$ cat config.mk
export PLATFORM = sky130hd
export DESIGN_NAME = wah_regs
export DESIGN_NICKNAME = d
export VERILOG_FILES = /design/src/rtl/wah_pkg.sv /design/src/rtl/wah_regs.sv
export SDC_FILE = /design/constraint.sdc
export NUM_CORES = 1
export LEC_CHECK = 0
export ABC_AREA = 1
export BUFFER_PORTS_ARGS = -buffer_cell sky130_fd_sc_hd__clkbuf_2
export CAP_MARGIN = 20
export CORE_UTILIZATION = 46
export DETAILED_ROUTE_END_ITERATION = 12
export PLACE_DENSITY = 0.82
export SETUP_SLACK_MARGIN = 0.02
export SYNTH_ARGS = -nofsm -noshare
export SYNTH_HDL_FRONTEND = slang
export SYNTH_SLANG_ARGS = --single-unit
$ cat constraint.sdc
create_clock -name clk -period 1.4 [get_ports clk]
set_input_delay 0.28 -clock clk [delete_from_list [all_inputs] [get_ports clk]]
set_output_delay 0.28 -clock clk [all_outputs]
set_load 0.01 [all_outputs]
$ cat src/rtl/wah_pkg.sv
// Shared types, constants and coefficient tables for the swept biquad wah filter.
`default_nettype none

package wah_pkg;

  localparam int TRIG_TABLE_BITS = 10;
  localparam int SIN_Q           = 1 << (TRIG_TABLE_BITS - 2);
  localparam int SINQ_DEPTH      = SIN_Q + 1;
  localparam int EXP_DEPTH       = (1 << TRIG_TABLE_BITS) + 1;
  localparam int PH_SH           = 32 - TRIG_TABLE_BITS;
  localparam int EXP_SH          = 15 - TRIG_TABLE_BITS;
  localparam int EXP_IDX_W       = TRIG_TABLE_BITS + 1;

  localparam logic [63:0] PI_Q30       = 64'd3373259426;
  localparam logic [31:0] QUARTER_TURN = 32'h4000_0000;

  localparam int ADDR_W   = 5;
  localparam int DIV_NW   = 52;
  localparam int DIV_DW   = 31;

  localparam logic [31:0] RST_PHASE_STEP      = 32'd146097;
  localparam logic [31:0] RST_START_PHASE     = 32'd0;
  localparam logic [15:0] RST_SWEEP_DEPTH     = 16'd22938;
  localparam logic [15:0] RST_FREQ_OFFSET     = 16'd9830;
  localparam logic [11:0] RST_RESONANCE       = 12'd640;
  localparam logic [7:0]  RST_UPDATE_INTERVAL = 8'd30;

  typedef enum logic [2:0] {
    REG_PHASE_STEP      = 3'd0,
    REG_START_PHASE     = 3'd1,
    REG_SWEEP_DEPTH     = 3'd2,
    REG_FREQ_OFFSET     = 3'd3,
    REG_RESONANCE       = 3'd4,
    REG_UPDATE_INTERVAL = 3'd5
  } reg_idx_t;

  typedef struct packed {
    logic [31:0] phase_step;
    logic [31:0] start_phase;
    logic [15:0] sweep_depth;
    logic [15:0] freq_offset;
    logic [11:0] resonance;
    logic [7:0]  update_interval;
  } cfg_t;

  typedef struct packed {
    logic signed [15:0] in_sample;
    logic               start_of_run;
  } in_item_t;

  typedef struct packed {
    logic signed [15:0] out_sample;
    logic               clipped;
  } out_item_t;

  typedef struct packed {
    logic              start;
    logic [DIV_NW-1:0] dividend;
    logic [DIV_DW-1:0] divisor;
  } div_req_t;

  typedef struct packed {
    logic              busy;
    logic              done;
    logic [DIV_NW-1:0] quotient;
  } div_rsp_t;

  typedef enum logic [3:0] {
    ST_IDLE,
    ST_TRIG_RD,
    ST_TRIG_MUL,
    ST_TRIG_FIN,
    ST_G_MUL1,
    ST_G_MUL2,
    ST_F_CALC,
    ST_EXP_RD,
    ST_EXP_MUL,
    ST_EXP_FIN,
    ST_DIV_START,
    ST_DIV_WAIT,
    ST_MAC,
    ST_MAC_ADD,
    ST_FIN
  } core_state_t;

  typedef logic signed [23:0] sinq_rom_t [SINQ_DEPTH];
  typedef logic signed [23:0] exp_rom_t  [EXP_DEPTH];

  function automatic sinq_rom_t build_sinq();
    sinq_rom_t          rom;
    logic [63:0]        x;
    logic [63:0]        x2;
    logic [63:0]        mag;
    logic signed [63:0] sum;
    for (int m = 0; m < SINQ_DEPTH; m++) begin
      x   = (64'd2 * PI_Q30 * 64'(m) + (64'd1 << (TRIG_TABLE_BITS - 1))) >> TRIG_TABLE_BITS;
      x2  = (x * x) >> 30;
      mag = x;
      sum = $signed(x);
      for (int n = 1; n <= 7; n++) begin
        mag = ((mag * x2) >> 30) / 64'((2 * n) * (2 * n + 1));
        if (n[0]) sum = sum - $signed(mag);
        else      sum = sum + $signed(mag);
      end
      rom[m] = 24'((sum + 64'sd128) >>> 8);
    end
    return rom;
  endfunction

  function automatic exp_rom_t build_exp();
    exp_rom_t           rom;
    logic [63:0]        y;
    logic [63:0]        z;
    logic [63:0]        mag;
    logic signed [63:0] sum;
    logic [63:0]        s;
    for (int i = 0; i < EXP_DEPTH; i++) begin
      y   = ((64'd6 << 30) * 64'(i)) >> TRIG_TABLE_BITS;
      z   = y >> 4;
      mag = 64'd1 << 30;
      sum = 64'sd1 <<< 30;
      for (int n = 1; n <= 8; n++) begin
        mag = ((mag * z) >> 30) / 64'(n);
        if (n[0]) sum = sum - $signed(mag);
        else      sum = sum + $signed(mag);
      end
      s = (sum < 0) ? 64'd0 : $unsigned(sum);
      for (int n = 0; n < 4; n++) s = (s * s) >> 30;
      rom[i] = 24'((s + 64'd128) >> 8);
    end
    return rom;
  endfunction

  localparam sinq_rom_t SINQ_ROM = build_sinq();
  localparam exp_rom_t  EXP_ROM  = build_exp();

endpackage

`default_nettype wire

$ cat src/rtl/wah_regs.sv
// APB register file holding the filter configuration.
`default_nettype none

module wah_regs
  import wah_pkg::*;
(
  input  wire logic              clk,
  input  wire logic              rst,
  input  wire logic              psel,
  input  wire logic              penable,
  input  wire logic              pwrite,
  input  wire logic [ADDR_W-1:0] paddr,
  input  wire logic [31:0]       pwdata,
  output logic      [31:0]       prdata,
  output logic                   pready,
  output cfg_t                   cfg
);

  logic       wr;
  logic [2:0] idx;

  assign pready = 1'b1;
  assign wr     = psel & penable & pwrite;
  assign idx    = paddr[ADDR_W-1:2];

  always_ff @(posedge clk) begin
    if (rst) begin
      cfg.phase_step      <= RST_PHASE_STEP;
      cfg.start_phase     <= RST_START_PHASE;
      cfg.sweep_depth     <= RST_SWEEP_DEPTH;
      cfg.freq_offset     <= RST_FREQ_OFFSET;
      cfg.resonance       <= RST_RESONANCE;
      cfg.update_interval <= RST_UPDATE_INTERVAL;
    end else if (wr) begin
      case (idx)
        REG_PHASE_STEP:      cfg.phase_step      <= pwdata;
        REG_START_PHASE:     cfg.start_phase     <= pwdata;
        REG_SWEEP_DEPTH:     cfg.sweep_depth     <= pwdata[15:0];
        REG_FREQ_OFFSET:     cfg.freq_offset     <= pwdata[15:0];
        REG_RESONANCE:       cfg.resonance       <= pwdata[11:0];
        REG_UPDATE_INTERVAL: cfg.update_interval <= pwdata[7:0];
        default: ;
      endcase
    end
  end

  always_comb begin
    case (idx)
      REG_PHASE_STEP:      prdata = cfg.phase_step;
      REG_START_PHASE:     prdata = cfg.start_phase;
      REG_SWEEP_DEPTH:     prdata = 32'(cfg.sweep_depth);
      REG_FREQ_OFFSET:     prdata = 32'(cfg.freq_offset);
      REG_RESONANCE:       prdata = 32'(cfg.resonance);
      REG_UPDATE_INTERVAL: prdata = 32'(cfg.update_interval);
      default:             prdata = 32'd0;
    endcase
  end

endmodule

`default_nettype wire

# [Word level (Yosys, flattened, before mapping)]
# Index checks and enable logic that the tools add are counted.
[word_totals] ff_bits=116 latch_bits=0 mem_bits_rw=0 rom_bits=0 inputBits=42 wordCells=21 mem_count=0
[classes] add_sub_neg=0 multipliers=0 div_mod_pow=0 magnitude_cmp=0 n_eq_ne=5 shifts=0 n_mux=1 bitwise_logic=2 reduce_logical=7
[op_table] op="case mux 32 bit (6 select lines)" count=1
[op_table] op="AND reduction 2 bit" count=6
[op_table] op="== test 3 x 2 -> 1 bit (second input constant)" count=2
[op_table] op="== test 3 bit (second input constant)" count=2
[op_table] op="== test 3 x 1 -> 1 bit (second input constant)" count=1
[op_table] op="zero test 3 bit" count=1
[op_table] op="bitwise AND 1 bit" count=2

# [Depth between registers and ports, before layout]
[depth] word_depth=3 depth_mapped=9

# [Worst setup path before layout]
# OpenSTA, ideal clock, no wires.
[synth_timing] path_kind="input to output" from="input port paddr[2]" to="output port prdata[9]" arrival_time_ps=1239 required_time_ps=1120 path_slack_ps=-119 cell_stages=9 cell_sequence="buf_4 -> clkinv_2 -> nand2_1 -> nor2_4 -> buf_2 -> nand2_1 -> nand2_1 -> inv_1 -> nand2_1"
[synth_via] elab_chain_len=2 word_cells_on_any_way=7 classes_between="eq/ne: 5; mux: 1; reduce/logical: 1"
[synth_rtl] item="start: declaration" line_no="wah_regs.sv:12" rtl="input wire logic [ADDR_W-1:0] paddr,"
[synth_rtl] item="== test 3 bit, or another cell as far along" line_no="wah_regs.sv:48" rtl="case (idx)"
[synth_rtl] item="case mux 32 bit (6 select lines) (*)" line_no="wah_regs.sv:48"
[synth_rtl] item="end: declaration" line_no="wah_regs.sv:14" rtl="output logic [31:0] prdata,"
# Mark *: on every way between the ends. The rest lies on a longest branch, timed or not.

# [Worst setup path after layout]
[layout_timing] from="input port paddr[3]" to="output port prdata[0]"
# The elaborated chain is that of the path after synthesis.

==> flow_summary.ini <==
[final_layout]
final_cells = 1304
drive_gt1_share_pct = 34.63
top_register = cfg
largest_reg_flops = 116
final_nets = 1190
final_util_pct = 73.66
diodes = 0
reg_top3 = cfg x116
syn2layout_area_growth_pct = 53.22
fillers = 902
fin_area_mm2 = 0.008591

[timing]
rsz0062_at_grt = yes
max_freq_mhz = 621.7
setup_viol = 31
skew_ps = 0
slew_violations = 0
finalCritPeriodShare_pct = 114.9
min_period_ps = 1609
hold_violations = 0
worst_slack_ps = -208.6
holdWs_ps = 91.80

[setup_path]
r2r_slack_ps = 680
crit_start = paddr[3]
crit_family = buffers and inverters
required_ps = 1120
crit_path_start_kind = primary input
crit_path_max_incr_delay_ps = 200
cpMostUsedCell = nand2_1
r2r-end = cfg[36]
worst_setup_path_end_kind = output port
slowest_stage = nor2_4
endpoint = prdata[0]
criticalPathCategory = primary input to output port
path_cells = clkbuf_16 -> buf_12 -> nor2_4 -> buf_8 -> nand3_2 -> nand2_1 -> nor2_1 -> nand2_1 -> buf_2
path_depth = 9
cp_max_fo = 8
r2r_start = cfg[36]
arrival_ps = 1330
path_buf_inv = 4
rr_worst_depth = 3

[outcome]
violations = setup timing
status = complete, but fails checks

[die]
die_y_um = 112.4
fp.dieW_um = 112.4
initial_core_util_pct = 48.07
row_count = 39
die_area_mm2 = 0.01263
ios = 191
coreArea_mm2 = 0.01166

[yosys]
ys_seq_area_share_pct = 41.42
ys_async_sr_fraction_pct = 0
syn_area_mm2 = 0.005607
yosys.area.top_type = dfxtp_1
yosysWarnings = 0
synthCells = 894
yosys-top-cells-area = dfxtp_1 (41%), nand2_1 (18%), nor2_1 (15%)
syn_avg_cell_area_um2 = 6.271
ys_types = 21
synth_seq_cells = 116
ys.flop_type = dfxtp_1
synth-edff-count = 0
yosys.area.top_type_share_pct = 41.42
mappedNetlistNets = 936

[routing]
drc_errors = 0
drt_wl_total_mm = 20.22
ant_nets = 0
vias = 6859
via_per_inst = 5.260
routedWlPerCell_um = 15.51
drt_first_pass_iters = 5
drt_iter0_drc = 672

[grt]
grt_pass1_wl_mm = 31.29
grt_pass1_vias = 6397
overflow = 0
grtUsageTotal_pct = 31.89
grt_max_degree = 43
antenna_found_initial = 0

[place]
io_buffers = 187
placed_cell_area_mm2 = 0.007134
place_hpwl_mm = 12.67
place_inst = 1232
routabilityCongestion = 0.8748

[clock_tree]
cts_root_buffer = clkbuf_16
cts_tree = built
clock_sinks = 116
clockBufferDepth = 2
cts_hold_repair.buffers = 0
cts_made_buffers = 17
clk_latency_ps = 410
path_clk_slew_ps = 60
h-tree-depth = 4

[power]
peakVddDrop_uv = 894.4
finalPower_mw = 9.365
p_leak_nw = 4.459
powerDensity_mw_per_mm2 = 1090

[run]
cap_violations = 0

[hold_path]
hold_class = primary input to register
min_path_cells = 3
[synth_stat cells, types with 2 or more instances]
cell type	n
nand3_2	2
nor2_1	218
nor2_4	5
buf_2	24
nand4_1	28
o21ai_0	4
buf_4	6
dfxtp_1	116
nor2_2	3
clkbuf_1	12
inv_1	65
inv_2	3
nand2_1	267
buf_1	13
a21oi_1	6
nand3_1	117
[what timing repair did]
action | CTS | global route
setup endpoints to repair | 32 | 32
resized for setup | 67 | 69
setup buffers | 31 | 8
cloned | 2 | 0
pin swaps | 22 | 23
[metal layers]
layer,global-route usage (%),wire [um]
met1,38.11,7891
met2,53.46,9899
met3,7.613,1688
met4,16.44,740
met5,0,0
[cell families (layout without fill, tap and decap cells)]
kind of cell | count (synthesis) | count (layout) | synth area share (%)
AOI/OAI and AO/OA | 10 | 10 | 0.8927
buffers and inverters | 125 | 392 | 9.462
DFF | 116 | 116 | 41.42
other | 1 | 1 | 0.06689
and+or+nand+nor | 642 | 642 | 48.16
[stage by stage]
stage,setup slack [ps],TNS [ps]
after floorplan,26.20,0
after detailed placement,-240.8,-17100
after CTS,-148.6,-3540
final,-208.6,-4728
after global routing,-271.1,-5895
after global placement,-210.1,-13830
[placed cells by master, fill, tap and decap left out]
cell        netlist  routed
conb_1            1       1
clkbuf_2          0     158
buf_2            24      20
nand3_2           2       9
a21oi_1           6       4
nand3_4           1       2
nand2_2           1      21
bufbuf_16         0       1
clkinvlp_4        0       1
inv_6             0       2
dfxtp_1         116     104
buf_6             1      14
buf_8             0       3
nand4_1          28      28
clkbuf_8          0       7
nand2_1         267     234
clkinv_4          0       1
o21ai_0           4       4
inv_1            65      62
buf_4             6      72
a21oi_2           0       1
nor2_4            5       7
clkinv_2          1       3
inv_2             3       3
nand2_4           0      13
clkbuf_1         12       1
nor2_1          218     212
clkbuf_16         0      19
a21oi_4           0       1
bufinv_16         0       5
buf_12            0      20
nand3_1         117     109
nor2_2            3       7
dfxtp_2           0      12
[cell type report]
class | count | area [um^2] | share of cell area [%]
well taps | 143 | 178.9 | 2.083
repair buffers | 291 | 2131 | 24.80
clock buffers | 24 | 511.7 | 5.957
multi-input cells | 653 | 2989 | 34.79
flip-flops and latches | 116 | 2337 | 27.21
clock inverters | 8 | 167.7 | 1.952
inverters | 69 | 275.3 | 3.204
[worst register-to-register path, delay by kind of cell (launching register included)]
kind	cells	cell delay (ps)
and+or+nand+nor	2	170
buffers and inverters	1	130
DFF	1	320
[where the power goes]
group	internal (mW)	switching (mW)
registers	3.35	0.0410
clock network	3.44	1.53
logic	0.431	0.576
total	7.22	2.15
[worst min-delay path by stage]
stage                     startpoint  slack (ps)       to
after global placement       cfg[88]         470  cfg[88]
after global routing       pwdata[8]         100  cfg[44]
after CTS                  pwdata[8]          80  cfg[44]
after detailed placement     cfg[89]         470  cfg[89]
after floorplan            pwdata[7]         410  cfg[15]
final                      pwdata[8]          90  cfg[44]
Power figures use the tool's default switching activity.
